$ cat config.mk
export PLATFORM = sky130hd
export DESIGN_NAME = prescaled_timer_event_counter
export DESIGN_NICKNAME = d
export VERILOG_FILES = /design/src/ptec_pkg.sv /design/src/prescaled_timer_event_counter.sv
export VERILOG_INCLUDE_DIRS = /design/src /design/src/src
export SDC_FILE = /design/constraint.sdc
export NUM_CORES = 1
export LEC_CHECK = 0
export BUFFER_PORTS_ARGS = -buffer_cell sky130_fd_sc_hd__clkbuf_2
export CORE_MARGIN = 2
export CORE_UTILIZATION = 51
export DETAILED_ROUTE_END_ITERATION = 10
export GPL_ROUTABILITY_DRIVEN = 0
export HOLD_SLACK_MARGIN = 0.12
export PLACE_DENSITY = 0.72
export SYNTH_ARGS = -nofsm -noshare
export SYNTH_HDL_FRONTEND = slang
export SYNTH_SLANG_ARGS = --single-unit
$ cat constraint.sdc
create_clock -name clk -period 2.1 [get_ports clk]
set_input_delay 0 -clock clk [delete_from_list [all_inputs] [get_ports clk]]
set_output_delay 0 -clock clk [all_outputs]
set_load 0.05 [all_outputs]
$ cat src/assert_macros.svh
// Assertion macros used by the RTL of the timer/event counter.
// No dependencies; the bodies are empty when SYNTH is defined.
`ifndef ASSERT_MACROS_SVH
`define ASSERT_MACROS_SVH
`ifndef SYNTH
// cond must hold at every clock edge out of reset
`define ASSERT_HOLDS(lbl, cond) \
    lbl: assert property (@(posedge clk) disable iff (!rst_n) (cond)) \
        else $error("assertion failed");
// ante in a cycle implies cons in the same cycle
`define ASSERT_IMPLIES(lbl, ante, cons) \
    lbl: assert property (@(posedge clk) disable iff (!rst_n) (ante) |-> (cons)) \
        else $error("assertion failed");
// ante in a cycle implies cons in the next cycle
`define ASSERT_NEXT(lbl, ante, cons) \
    lbl: assert property (@(posedge clk) disable iff (!rst_n) (ante) |=> (cons)) \
        else $error("assertion failed");
`else
`define ASSERT_HOLDS(lbl, cond)
`define ASSERT_IMPLIES(lbl, ante, cons)
`define ASSERT_NEXT(lbl, ante, cons)
`endif
`endif

$ cat src/ptec_pkg.sv
// Types and constants of the prescaled timer/event counter.
// No dependencies.
package ptec_pkg;

    localparam int PRESCALE_BITS = 5;
    localparam int COUNT_BITS    = 8;
    localparam int SAMPLE_BITS   = 8;
    localparam int CYCLE_BITS    = 4;

    typedef enum logic [3:0] {
        CMD_TICK          = 4'd0,
        CMD_START_TIMER   = 4'd1,
        CMD_START_COUNTER = 4'd2,
        CMD_STOP          = 4'd3,
        CMD_LOAD          = 4'd4,
        CMD_READ          = 4'd5,
        CMD_TEST_CLEAR    = 4'd6,
        CMD_IRQ_ENABLE    = 4'd7,
        CMD_IRQ_DISABLE   = 4'd8,
        CMD_IRQ_TAKEN     = 4'd9
    } cmd_t;

    typedef enum logic [1:0] {
        MODE_STOP    = 2'd0,
        MODE_TIMER   = 2'd1,
        MODE_COUNTER = 2'd2
    } mode_t;

    typedef enum logic [1:0] {
        ST_IDLE = 2'd0,
        ST_RUN  = 2'd1,
        ST_DONE = 2'd2
    } state_t;

endpackage

$ cat src/prescaled_timer_event_counter.sv
// Prescaled 8-bit timer / event counter: one command per transfer, one result per command.
// Depends on ptec_pkg and assert_macros.svh.
//
//  channel | signals                                        | dir
//  --------+------------------------------------------------+-----
//  in      | in_valid, in_ready, cmd, tick_cycles,          | in
//          | t1_samples, load_value                         |
//  out     | out_valid, out_ready, timer_value, flag_seen,  | out
//          | irq_request                                    |
//
// A command passes through the RUN and DONE states from its transfer to its result;
// a tick in counter mode stays in RUN for each sampled T1 cycle (capped at MAX_TICK): the
// shared 8-bit incrementer takes one pin sample per clock.
// in_ready is high only while the sequencer is idle; a finished result waits in
// the output register, and the next command is taken meanwhile.
// Reset clears all timer state; no clearing pass is needed.
`include "assert_macros.svh"

module prescaled_timer_event_counter
    import ptec_pkg::*;
#(
    parameter int MAX_TICK = 8
)
(
    input  logic                     clk,
    input  logic                     rst_n,
    input  logic                     in_valid,
    output logic                     in_ready,
    input  logic [3:0]               cmd,
    input  logic [CYCLE_BITS-1:0]    tick_cycles,
    input  logic [SAMPLE_BITS-1:0]   t1_samples,
    input  logic [COUNT_BITS-1:0]    load_value,
    output logic                     out_valid,
    input  logic                     out_ready,
    output logic [COUNT_BITS-1:0]    timer_value,
    output logic                     flag_seen,
    output logic                     irq_request
);

    localparam logic [CYCLE_BITS:0] MaxTickW = (CYCLE_BITS+1)'(MAX_TICK);

    state_t state_reg, state_next;

    logic [3:0]               cmd_reg, cmd_next;
    logic [CYCLE_BITS-1:0]    cyc_reg, cyc_next;
    logic [CYCLE_BITS-1:0]    step_reg, step_next;
    logic [SAMPLE_BITS-1:0]   samp_reg, samp_next;
    logic [COUNT_BITS-1:0]    load_reg, load_next;

    logic [COUNT_BITS-1:0]    count_reg, count_next;
    logic [PRESCALE_BITS-1:0] pre_reg, pre_next;
    mode_t                    mode_reg, mode_next;
    logic                     last_reg, last_next;
    logic                     flag_reg, flag_next;
    logic                     ien_reg, ien_next;
    logic                     pend_reg, pend_next;
    logic                     seen_reg, seen_next;

    logic                     out_valid_reg, out_valid_next;
    logic [COUNT_BITS-1:0]    tv_reg, tv_next;
    logic                     fs_reg, fs_next;
    logic                     irq_reg, irq_next;

    // sequencer controls
    logic accept;
    logic run_active;
    logic loop_busy;
    logic out_load;

    // shared incrementer
    logic                     inc_en;
    logic [COUNT_BITS-1:0]    inc_sum;
    logic                     wrap;

    logic [PRESCALE_BITS:0]   pre_sum;
    logic [2:0]               samp_idx;
    logic                     level;
    logic [CYCLE_BITS-1:0]    cyc_sat;

    assign accept   = in_valid && in_ready;
    assign pre_sum  = {1'b0, pre_reg} + (PRESCALE_BITS+1)'(cyc_reg);
    assign samp_idx = (step_reg < CYCLE_BITS'(SAMPLE_BITS)) ? step_reg[2:0] : 3'd7;
    assign level    = samp_reg[samp_idx];
    assign inc_sum  = count_reg + COUNT_BITS'(1);
    assign wrap     = inc_en && (count_reg == {COUNT_BITS{1'b1}});
    assign cyc_sat  = ({1'b0, tick_cycles} > MaxTickW) ? MaxTickW[CYCLE_BITS-1:0]
                                                      : tick_cycles;

    // counter-mode tick walks the samples one per clock
    assign loop_busy = (cmd_reg == CMD_TICK) && (mode_reg == MODE_COUNTER)
                       && (step_reg != cyc_reg);

    // next state
    always_comb
    begin
        state_next = state_reg;
        case (state_reg)
            ST_IDLE:
            begin
                if (accept)
                    state_next = ST_RUN;
            end
            ST_RUN:
            begin
                if (!loop_busy)
                    state_next = ST_DONE;
            end
            ST_DONE:
            begin
                if (!out_valid_reg || out_ready)
                    state_next = ST_IDLE;
            end
            default: state_next = ST_IDLE;
        endcase
    end

    // sequencer outputs
    always_comb
    begin
        in_ready   = 1'b0;
        run_active = 1'b0;
        out_load   = 1'b0;
        case (state_reg)
            ST_IDLE: in_ready   = 1'b1;
            ST_RUN:  run_active = 1'b1;
            ST_DONE: out_load   = !out_valid_reg || out_ready;
            default: in_ready   = 1'b0;
        endcase
    end

    // command latch
    always_comb
    begin
        cmd_next  = cmd_reg;
        cyc_next  = cyc_reg;
        samp_next = samp_reg;
        load_next = load_reg;
        if (accept)
        begin
            cmd_next  = cmd;
            cyc_next  = cyc_sat;
            samp_next = t1_samples;
            load_next = load_value;
        end
    end

    // timer state update
    always_comb
    begin
        count_next = count_reg;
        pre_next   = pre_reg;
        mode_next  = mode_reg;
        last_next  = last_reg;
        flag_next  = flag_reg;
        ien_next   = ien_reg;
        pend_next  = pend_reg;
        seen_next  = seen_reg;
        step_next  = step_reg;
        inc_en     = 1'b0;

        if (accept)
        begin
            step_next = '0;
            seen_next = 1'b0;
        end

        if (run_active)
        begin
            case (cmd_reg)
                CMD_TICK:
                begin
                    case (mode_reg)
                        MODE_TIMER:
                        begin
                            pre_next = pre_sum[PRESCALE_BITS-1:0];
                            inc_en   = pre_sum[PRESCALE_BITS];
                        end
                        MODE_COUNTER:
                        begin
                            if (loop_busy)
                            begin
                                inc_en    = last_reg && !level;
                                last_next = level;
                                step_next = step_reg + CYCLE_BITS'(1);
                            end
                        end
                        default: inc_en = 1'b0;
                    endcase
                end
                CMD_START_TIMER:
                begin
                    mode_next = MODE_TIMER;
                    pre_next  = '0;
                end
                CMD_START_COUNTER:
                begin
                    // keep the pin history when already counting
                    if (mode_reg != MODE_COUNTER)
                        last_next = samp_reg[0];
                    mode_next = MODE_COUNTER;
                end
                CMD_STOP:        mode_next  = MODE_STOP;
                CMD_LOAD:        count_next = load_reg;
                CMD_TEST_CLEAR:
                begin
                    seen_next = flag_reg;
                    flag_next = 1'b0;
                end
                CMD_IRQ_ENABLE:  ien_next = 1'b1;
                CMD_IRQ_DISABLE:
                begin
                    ien_next  = 1'b0;
                    pend_next = 1'b0;
                end
                CMD_IRQ_TAKEN:   pend_next = 1'b0;
                default:         seen_next = 1'b0;
            endcase

            if (inc_en)
                count_next = inc_sum;
            if (wrap)
            begin
                flag_next = 1'b1;
                if (ien_reg)
                    pend_next = 1'b1;
            end
        end
    end

    // output register
    always_comb
    begin
        out_valid_next = out_valid_reg;
        tv_next        = tv_reg;
        fs_next        = fs_reg;
        irq_next       = irq_reg;
        if (out_valid_reg && out_ready)
            out_valid_next = 1'b0;
        if (out_load)
        begin
            out_valid_next = 1'b1;
            tv_next        = count_reg;
            fs_next        = seen_reg;
            irq_next       = pend_reg;
        end
    end

    always_ff @(posedge clk or negedge rst_n)
    begin
        if (!rst_n)
        begin
            state_reg     <= ST_IDLE;
            step_reg      <= '0;
            count_reg     <= '0;
            pre_reg       <= '0;
            mode_reg      <= MODE_STOP;
            last_reg      <= 1'b0;
            flag_reg      <= 1'b0;
            ien_reg       <= 1'b0;
            pend_reg      <= 1'b0;
            seen_reg      <= 1'b0;
            out_valid_reg <= 1'b0;
        end
        else
        begin
            state_reg     <= state_next;
            step_reg      <= step_next;
            count_reg     <= count_next;
            pre_reg       <= pre_next;
            mode_reg      <= mode_next;
            last_reg      <= last_next;
            flag_reg      <= flag_next;
            ien_reg       <= ien_next;
            pend_reg      <= pend_next;
            seen_reg      <= seen_next;
            out_valid_reg <= out_valid_next;
        end
    end

    always_ff @(posedge clk)
    begin
        cmd_reg  <= cmd_next;
        cyc_reg  <= cyc_next;
        samp_reg <= samp_next;
        load_reg <= load_next;
        tv_reg   <= tv_next;
        fs_reg   <= fs_next;
        irq_reg  <= irq_next;
    end

    assign out_valid   = out_valid_reg;
    assign timer_value = tv_reg;
    assign flag_seen   = fs_reg;
    assign irq_request = irq_reg;

    `ASSERT_IMPLIES(a_step_bound, state_reg == ST_RUN, step_reg <= cyc_reg)
    `ASSERT_NEXT(a_accept_runs, in_valid && in_ready, state_reg == ST_RUN)
    `ASSERT_HOLDS(a_pend_needs_en, !pend_reg || ien_reg)
    `ASSERT_NEXT(a_done_loads, state_reg == ST_DONE && state_next == ST_IDLE, out_valid_reg)

endmodule

* Word-level counts from Yosys, hierarchy flattened
Index checks and enable logic that the tools add are counted.
** Cells by class
- Reductions and logical operators :: 27
- $lt $le $gt $ge :: 3
- Div/mod/pow operators :: 0
- Equal/unequal tests :: 22
- $add $sub $neg :: 3
- Bitwise logic cells :: 0
- Multiplexer cells :: 40
- Multipliers :: 0
- Shifts and indexed selects :: 0
** Operators with widths (number)
- 2-to-1 mux 1 bit :: 20
- 2-to-1 mux 4 bit :: 5
- 2-to-1 mux 8 bit :: 2
- equality test 4 x 3 -> 1 bit, second input constant :: 3
- inequality test 2 bit, second input constant :: 6
- one-hot mux 2 bit (3 select lines) :: 2
- nonzero test 2 bit :: 6
- one-hot mux 5 bit (2 select lines) :: 1
- adder 8 x 1 -> 8 bit, second input constant :: 1
- equality test 4 x 2 -> 1 bit, second input constant :: 2
- equality test 4 bit, second input constant :: 2
- equality test 8 bit, second input constant :: 1
- one-hot mux 1 bit (2 select lines) :: 4
- AND reduction 2 bit :: 4
- OR reduction 8 bit :: 1
- adder 5 x 4 -> 6 bit :: 1
- logical AND 1 bit :: 6
- 2-to-1 mux 2 bit :: 3
- AND reduction 3 bit :: 2
- 2-to-1 mux 5 bit :: 1
- AND reduction 5 bit :: 1
- adder 4 x 1 -> 4 bit, second input constant :: 1
- equality test 2 x 1 -> 1 bit, second input constant :: 2
- equality test 2 bit, second input constant :: 2
- other kinds (14) :: 16
** Storage, ports and cells
- Flip-flop bits (word level) :: 61
- Latch bits :: 0
- Input port bits :: 28
- Memories kept :: 0
- RAM bits :: 0
- Bits in read-only memories :: 0

* Depth between registers and ports, before layout
Gate-level depths: netlist of the first run.
- Depth in word-level cells :: 14
- Mapped depth :: 9

* Least setup slack after synthesis of the first run
Ideal clock, no wire load.
- Path kind :: register to register
- Start point :: register state_reg[0]
- End point :: register cmd_reg[0] (enable)
- Buffers on the path :: 0
- Data required time :: 1721 ps
- Library setup time :: 379 ps
- Slack :: -186 ps
- Clock period less this slack :: 2286 ps
- Cell stages (with the launch flop) :: 4
- Data arrival time :: 1906 ps
- Cells stage by stage :: dfrtp_1 > nor2_1 > nand2_1 > inv_1
** On the way
- Longest elaborated chain between the ends :: 3
** Ends and longest elaborated chain
- from (decl) :: RTL line prescaled_timer_event_counter.sv:42 : state_t state_reg, state_next;
- from (signal assigned) :: RTL line prescaled_timer_event_counter.sv:266 : state_reg <= state_next;
- zero test 2 bit :: RTL line prescaled_timer_event_counter.sv:123 : case (state_reg)
- 2-to-1 mux 1 bit :: RTL line prescaled_timer_event_counter.sv:123
- named net in_ready :: RTL line prescaled_timer_event_counter.sv:28 : output logic in_ready,
- logical AND 1 bit :: RTL line prescaled_timer_event_counter.sv:80 : assign accept = in_valid && in_ready;
- named net accept :: RTL line prescaled_timer_event_counter.sv:65 : logic accept;
- to (signal assigned) :: RTL line prescaled_timer_event_counter.sv:282 : cmd_reg <= cmd_next;
- to (decl) :: RTL line prescaled_timer_event_counter.sv:44 : logic [3:0] cmd_reg, cmd_next;
The timed path passes the listed nets, and every way through them passes these cells.
A chain may end at the register's enable or synchronous reset.

* Worst setup path in the final report of the first run
- Start point :: register step_reg[0]
- End point :: register count_reg[2]
** On the way
- Longest elaborated chain between the ends :: 12
** Ends and longest elaborated chain
- from (decl) :: RTL line prescaled_timer_event_counter.sv:46 : logic [CYCLE_BITS-1:0] step_reg, step_next;
- from (signal assigned) :: RTL line prescaled_timer_event_counter.sv:267 : step_reg <= step_next;
- less-than comparator 4 bit :: RTL line prescaled_timer_event_counter.sv:82 : assign samp_idx = (step_reg < CYCLE_BITS'(SAMPLE_BITS)) ? step_reg[2:0] : 3'd7;
- 2-to-1 mux 3 bit :: RTL line prescaled_timer_event_counter.sv:82
- binary-select mux 1 bit (select 3 bit) :: RTL line prescaled_timer_event_counter.sv:83 : assign level = samp_reg[samp_idx];
- 2-to-1 mux 1 bit (not written as such) :: RTL line prescaled_timer_event_counter.sv:83
- zero test 1 bit :: RTL line prescaled_timer_event_counter.sv:182 : inc_en = last_reg && !level;
- logical AND 1 bit :: RTL line prescaled_timer_event_counter.sv:182
- 2-to-1 mux 1 bit (*) :: RTL line prescaled_timer_event_counter.sv:180 : if (loop_busy)
- one-hot mux 1 bit (2 select lines) (*) :: RTL line prescaled_timer_event_counter.sv:172 : case (mode_reg)
- 2-to-1 mux 1 bit (*) :: RTL line prescaled_timer_event_counter.sv:169 : case (cmd_reg)
- 2-to-1 mux 1 bit (*) :: RTL line prescaled_timer_event_counter.sv:167 : if (run_active)
- nonzero test 2 bit (no source line)
- AND reduction 2 bit (no source line)
- to (signal assigned) :: RTL line prescaled_timer_event_counter.sv:268 : count_reg <= count_next;
- to (decl) :: RTL line prescaled_timer_event_counter.sv:50 : logic [COUNT_BITS-1:0] count_reg, count_next;
Mark *: on every way between the ends. The rest lies on a longest branch, timed or not. The select of a mux whose other input is x is not followed.

==> metrics.txt, run 1 <==
cell area after synthesis 2860 um2; Synth Flop Type edfxtp_1; failing checks setup timing; cts bufs inserted 9; #FFs+latches synth 61; # IOs 40; Die X ~80 um; GR Util met2 roughly 34%; Synth cell types 48; Reg area approximately 1700 um2; DRC violations left 0; register area share after synthesis between 50 and 60%; min Tclk post-route around 2.3 ns; largest family of logic cells by synthesized area compound AO/OA/AOI/OAI gates; post-synthesis adder-cell area fraction ~4.2%; period utilization 108%; max-cap violations 0; Worst R2R Path Depth 9; GR Layer Usage met1 a little under 30%; die area between 6000 and 7000 um2; worst clock skew 0.00777 ns; Reg2Reg Setup Slack -0.16 ns; DR vias roughly 2300; post-synthesis mux area share under 10%; starting density of the core 52.2%; CP max FO 4; starting DRC count in detailed routing around 170; DR vias/cell between 5 and 6; ANT cells 0; VDD IR-drop max around 0.0008 V; htree depth 3; root buffer cell clkbuf_8; Mapped Avg Cell Area about 12 um2; antenna violation net count after detailed routing 0; reg2reg end count_reg[2]; total wire length 6490 um; initial antenna violation count 0; placed cell count 366; setup slack after layout -0.162 ns; clk sink count ~60; compound-cell area share of the yosys netlist between 10% and 20%; PortBufs 39; Area Growth Syn to Fin 39.0%; simple-gate share of the synthesized area a little under an eighth; Post-DP HPWL about 4000 um; Pwr Density just over 1000 nW/um2; nets in the synthesized netlist around 270; largest net degree at the start of global routing 28; signal arrival time at the worst endpoint between 2 and 3 ns; TritonRoute pass-1 iters 4; Tightest Pin Transition roughly 0.72 ns; post-synthesis cell count around 230; Final setup viols 10; Worst setup EP type flip-flop; drt wl/cell approximately 15 um; worst hold path class input pin to asynchronous set/reset pin; fraction of registers with async set/reset around 44%; Lkg Pwr between 1.5 and 2 nW; Rows 27; critical path class flip-flop to flip-flop; Setup crit end count_reg[2]; first-pass GRT wire length ~10000 um; vias in the first global route around 2200; Post-layout nets approximately 380; fillers 400; CTS tree built; multi-input logic area around 1200 um2; worst reg2reg path startpoint step_reg[0]; Post-synth EDFFs 34; share of layout cells above drive strength 1 roughly a third; grt ovf 0; Die Y between 70 and 80 um; RSZ-0062 raised after global routing true; Final Hold Vio Count 0; Peak Freq about 440 MHz; Relative slew margins 51.8%; Tot GR Track Use between 20 and 25%; post-route insts no fill roughly 420; status complete, but fails checks; Setup crit start kind flip-flop; total core area between 5000 and 6000 um2; Reg clk slew, reported paths approximately 0.060 ns; Clk Latency, worst-skew pair 0.34 ns; Crit. Startpoint step_reg[0]; Final Max Tran Viols 0; grt peak-use layer met2; TNS Setup -1.19 ns; post-synthesis xor/xnor area fraction under 10%; Required @ worst endpoint about 2.4 ns; YS warnings 0; met3 usage 7.16%; Bufs on Longest Clock Path 2
timing repair:
action | in CTS | in global routing
pin swaps | 3 | 6
endpoints found under the setup margin | 9 | 11
hold buffers | 27 | 0
endpoints found under the hold margin | 54 | 0
gates resized for setup | 8 | 15
buffers inserted | 4 | 8
Yosys cell counts (all sizes together), types with 2 or more instances:
master   n  area, um2
edfxtp  34       1020
dfrtp   27        676
nand2   17       66.3
o21ai   14       70.1
a21oi   13       65.1
inv     12       45.0
nor2    12       45.0
nand3   10       50.1
ha       8        100
nor2b    8       50.1
nand2b   6       37.5
nor3     6       30.0
a22oi    5       42.5
clkbuf   5       18.8
o22ai    5       31.3
xnor2    5       43.8
a22o     4       35.0
buf      4       38.8
mux2i    4       40.0
o211ai   4       43.8
o31ai    4       30.0
mux2     3       37.5
and2     2       12.5
nand4    2       12.5
o22a     2       17.5
o2bb2a   2       30.0
o41ai    2       25.0
placed cells by master (no fill, tap or decap), drive strengths merged, types with 2 or more instances in the layout:
cell type,instances
nor2b,8
o2bb2a,2
mux2,3
nand4,2
o22ai,5
o211ai,4
o31ai,4
nand2,17
nor2,12
xnor2,5
a21oi,13
dfrtp,27
and2,2
dlygate4sd3,27
clkbuf,53
edfxtp,34
o21ai,14
nand3,10
nand2b,6
inv,12
o22a,2
mux2i,4
o41ai,2
a22oi,5
buf,42
a22o,4
nor3,6
ha,8
power by group:
group	switching (W)	internal (W)
Sequential	0.000220	0.00161
Combinational	0.000740	0.000498
Clock	0.000424	0.000547
Total	0.00138	0.00265
cell families after synthesis:
group                    after synthesis
multiplexers                           7
AND/OR/NAND/NOR                       66
AO/OA/AOI/OAI                         64
adder cells (fa/ha/maj)                9
XOR/XNOR                               6
buffers and inverters                 21
flip-flops                            61
how the worst min path moves through the flow:
stage                     start            to  slack, ns  cells after the start
after floorplan           rst_n  count_reg[0]      -0.30                      0
after global placement    rst_n   step_reg[0]       0.08                      1
after detailed placement  rst_n   step_reg[3]       0.08                      1
after CTS                 rst_n  count_reg[2]       0.26                      2
after global routing      rst_n     out_valid       0.29                      2
final                     rst_n   step_reg[0]       0.24                      2
worst max-delay path, stage by stage, from the launching register on:
cell and delay, ns:
dfrtp_1 0.41, mux2_4 0.31, a221o_1 0.34, a21oi_2 0.19, o211a_4 0.22, o211ai_4 0.11, buf_4 0.18, buf_4 0.13
a22oi_1 0.16, o22a_1 0.15
final cells by class:
class	count	area share, %
clock inverter	2	0.851
timing repair buffer	108	20.1
clock buffer	14	3.59
tap	72	2.27
multi-input combinational	152	29.3
inverter	12	1.13
sequential	61	42.7
routing by layer:
metal  vias to the layer above  share of wire [%]
met1                      1088                 44
met5                         -                  0
met3                        11                4.4
met2                        65                 49
met4                         0                2.0
li1                       1092                  -
through the flow:
step	power [W]	utilization, %	worst slack (ns)	hold slack (ns)	cell area [um2]
after detailed placement	0.00298	60.9	-0.198	0.0824	3330
after CTS	0.00400	70.1	-0.143	0.257	3830
final	0.00403	72.6	-0.162	0.242	3970
after floorplan	0.00258	-	-0.139	-0.296	2880
after global placement	0.00293	60.9	-0.109	0.0826	3330
after global routing	0.00426	72.6	-0.237	0.292	3970
No activity file was read; power rests on OpenSTA's default activity.
==> inputs of run 2 (changes only) <==
--- a/config.mk
+++ b/config.mk
@@ -7,12 +7,14 @@
 export NUM_CORES = 1
 export LEC_CHECK = 0
 export BUFFER_PORTS_ARGS = -buffer_cell sky130_fd_sc_hd__clkbuf_2
+export CAP_MARGIN = 15
 export CORE_MARGIN = 2
 export CORE_UTILIZATION = 51
 export DETAILED_ROUTE_END_ITERATION = 10
 export GPL_ROUTABILITY_DRIVEN = 0
 export HOLD_SLACK_MARGIN = 0.12
 export PLACE_DENSITY = 0.72
+export RECOVER_POWER = 100
 export SYNTH_ARGS = -nofsm -noshare
 export SYNTH_HDL_FRONTEND = slang
 export SYNTH_SLANG_ARGS = --single-unit
==> run 2 against run 1 <==
The flow finishes with violations (capacitance limit, slew limit, setup timing). Core utilization shrank 0.94 points. Cell area shrank 1.3%. Clock power is essentially flat. First-iteration DRC count grew 2.3%. Critical path type unchanged. Critical endpoint is now pend_reg.
==> metrics.txt, run 2 (synthesis gave the netlist of run 1 again) <==
Clk Latency, worst-skew pair 0.34 ns (about the same); share of layout cells above drive strength 1 26.6% (was 33.2%); hold depth 2; max incr delay on CP 0.41 ns (about the same); root buffer cell clkbuf_8 (unchanged); Worst setup EP type flip-flop (unchanged); Worst R2R Path Depth 8 (was 9); Post-DP HPWL 4120 um (unchanged); DR vias 2282 (was 2256); post-route insts no fill 421 (unchanged); max-cap violations 1 (was 0); PortBufs 39 (unchanged); Relative slew margins -4.53% (was 51.8%); Reg2Reg Setup Slack -0.16 ns (about the same); starting density of the core 52.2% (unchanged); Required @ worst endpoint 2.34 ns (was 2.38 ns); grt ovf 0 (unchanged); status complete, but fails checks (unchanged); setup slack after layout -0.163 ns (was -0.162 ns); period utilization 108% (about the same); Tightest Pin Transition 1.57 ns (was 0.723 ns); hold_sp cmd[0]; Pwr Density 1020 nW/um2 (about the same); Top cell by count, worst path buf_6 (was buf_4); Power Total 0.00399 W (was 0.00403 W); VDD IR-drop max 0.000783 V (was 0.000795 V); Tot GR Track Use 22.3% (unchanged); Final Max Tran Viols 28 (was 0); drt wl/cell 15.6 um (was 15.4 um); vias in the first global route 2178 (unchanged); reg2reg end pend_reg (was count_reg[2]); total wire length 6580 um (was 6490 um); signal arrival time at the worst endpoint 2.51 ns (was 2.54 ns); CTS tree built (unchanged); starting DRC count in detailed routing 178 (was 174); final core occ 71.6% (was 72.6%); Area Growth Syn to Fin 37.2% (was 39.0%); DR vias/cell 5.42 (was 5.36); Die X 78.8 um (unchanged); initial antenna violation count 0 (unchanged); Lkg Pwr 1.64 nW (was 1.71 nW); RSZ-0062 raised after global routing true (unchanged); slowest cell on the critical path dfrtp_1 (unchanged); Reg clk slew, reported paths 0.06 ns (about the same); TritonRoute pass-1 iters 4 (unchanged); Post-DP Area 3330 um2 (unchanged); post-route cell area 3920 um2 (was 3970 um2); # IOs 40 (unchanged); largest net degree at the start of global routing 28 (unchanged); min Tclk post-route 2.26 ns (about the same); Endpoint, Worst Hold cmd_reg[0]; most frequent cells in the layout 34 x edfxtp_1, 28 x clkbuf_1, 28 x buf_4, 27 x dfrtp_1, 27 x dlygate4sd3_1 (was 39 x clkbuf_2, 38 x buf_4, 34 x edfxtp_1, 27 x dfrtp_1, 27 x dlygate4sd3_1); Rows 27 (unchanged); Setup crit start kind flip-flop (unchanged); Final setup viols 9 (was 10); worst hold path class input pin to flip-flop (was input pin to asynchronous set/reset pin); Post-layout nets 381 (unchanged); cts bufs inserted 9 (unchanged); htree depth 3 (unchanged); first-pass GRT wire length 10400 um (unchanged); Peak Freq 442 MHz (about the same); total core area 5470 um2 (unchanged); ANT cells 0 (unchanged); Bufs on Longest Clock Path 2 (unchanged); most common cell after layout, fill and taps aside edfxtp_1 (was clkbuf_2); worst clock skew 0.00743 ns (was 0.00777 ns); clk sink count 61 (unchanged); hold slack 0.366 ns (was 0.242 ns); failing checks capacitance limit, slew limit, setup timing (was setup timing); DRC violations left 0 (unchanged); crit path cell chain mux2_4, a221o_1, a21oi_2, o211a_4, o211ai_4, buf_6, buf_6, o41ai_4 (was mux2_4, a221o_1, a21oi_2, o211a_4, o211ai_4, buf_4, buf_4, a22oi_1, o22a_1); Final Hold Vio Count 0 (unchanged); antenna violation net count after detailed routing 0 (unchanged); CP max FO 4 (unchanged); die area 6220 um2 (unchanged); placed cell count 366 (unchanged); critical path class flip-flop to flip-flop (unchanged); Die Y 78.8 um (unchanged); worst reg2reg path startpoint step_reg[0] (unchanged)
==> run 2: final cells by class <==
type	count	area (um2)
multi-input cells	152	1160
flip-flops and latches	61	1700
clock buffers	14	143
repair buffers	108	748
well taps	72	90.1
inverters	12	45.0
fillers	412	1550
clock inverters	2	33.8
==> run 2: per-stage QoR <==
stage / setup slack, ns / TNS [ns]
after global routing: -0.237 / -1.99
after CTS: -0.143 / -0.656
after detailed placement: -0.198 / -1.16
after floorplan: -0.139 / -0.423
final: -0.163 / -1.17
after global placement: -0.109 / -0.552
==> run 2: critical path, delay by kind of cell, from the launching register on <==
family / cells / cell delay (ns)
multiplexers: 1 / 0.30
flip-flops: 1 / 0.41
buffers and inverters: 2 / 0.28
AO/OA/AOI/OAI: 5 / 1.16
==> run 2: metal layers <==
layer	global-route usage, %	vias to the layer above	share of wire [%]	routed length [um]
met3	7.16	12	4.7	312
met1	29.8	1111	44	2910
li1	-	1088	-	-
met4	8.62	0	1.6	105
met5	0	-	0	0
met2	34.3	71	49	3250
==> run 2: report_power, final <==
group | switching [W] | total [W] | internal, W | leakage, nW
Clock | 0.000422 | 0.000969 | 0.000547 | 0.0863
Sequential | 0.000219 | 0.00183 | 0.00161 | 0.657
Combinational | 0.000742 | 0.00120 | 0.000454 | 0.893
Total | 0.00138 | 0.00399 | 0.00261 | 1.64
==> run 2: how the worst max path moves through the flow <==
stage / startpoint / to / slack [ns] / cells past startpoint
detailed placement: step_reg[0] / count_reg[0] / -0.20 / 7
finish: step_reg[0] / pend_reg / -0.16 / 8
global route: step_reg[0] / pend_reg / -0.24 / 8
CTS: step_reg[0] / count_reg[2] / -0.14 / 7
floorplan: step_reg[0] / count_reg[2] / -0.14 / 8
global placement: step_reg[0] / count_reg[3] / -0.11 / 7
==> run 2: what timing repair did <==
action,4_1_cts,5_1_grt
resized for setup,8,15
hold buffers,27,0
setup buffers,4,8
gates cloned,0,0
setup endpoints to repair,9,11
pin swaps,3,6
endpoints found under the hold margin,54,0
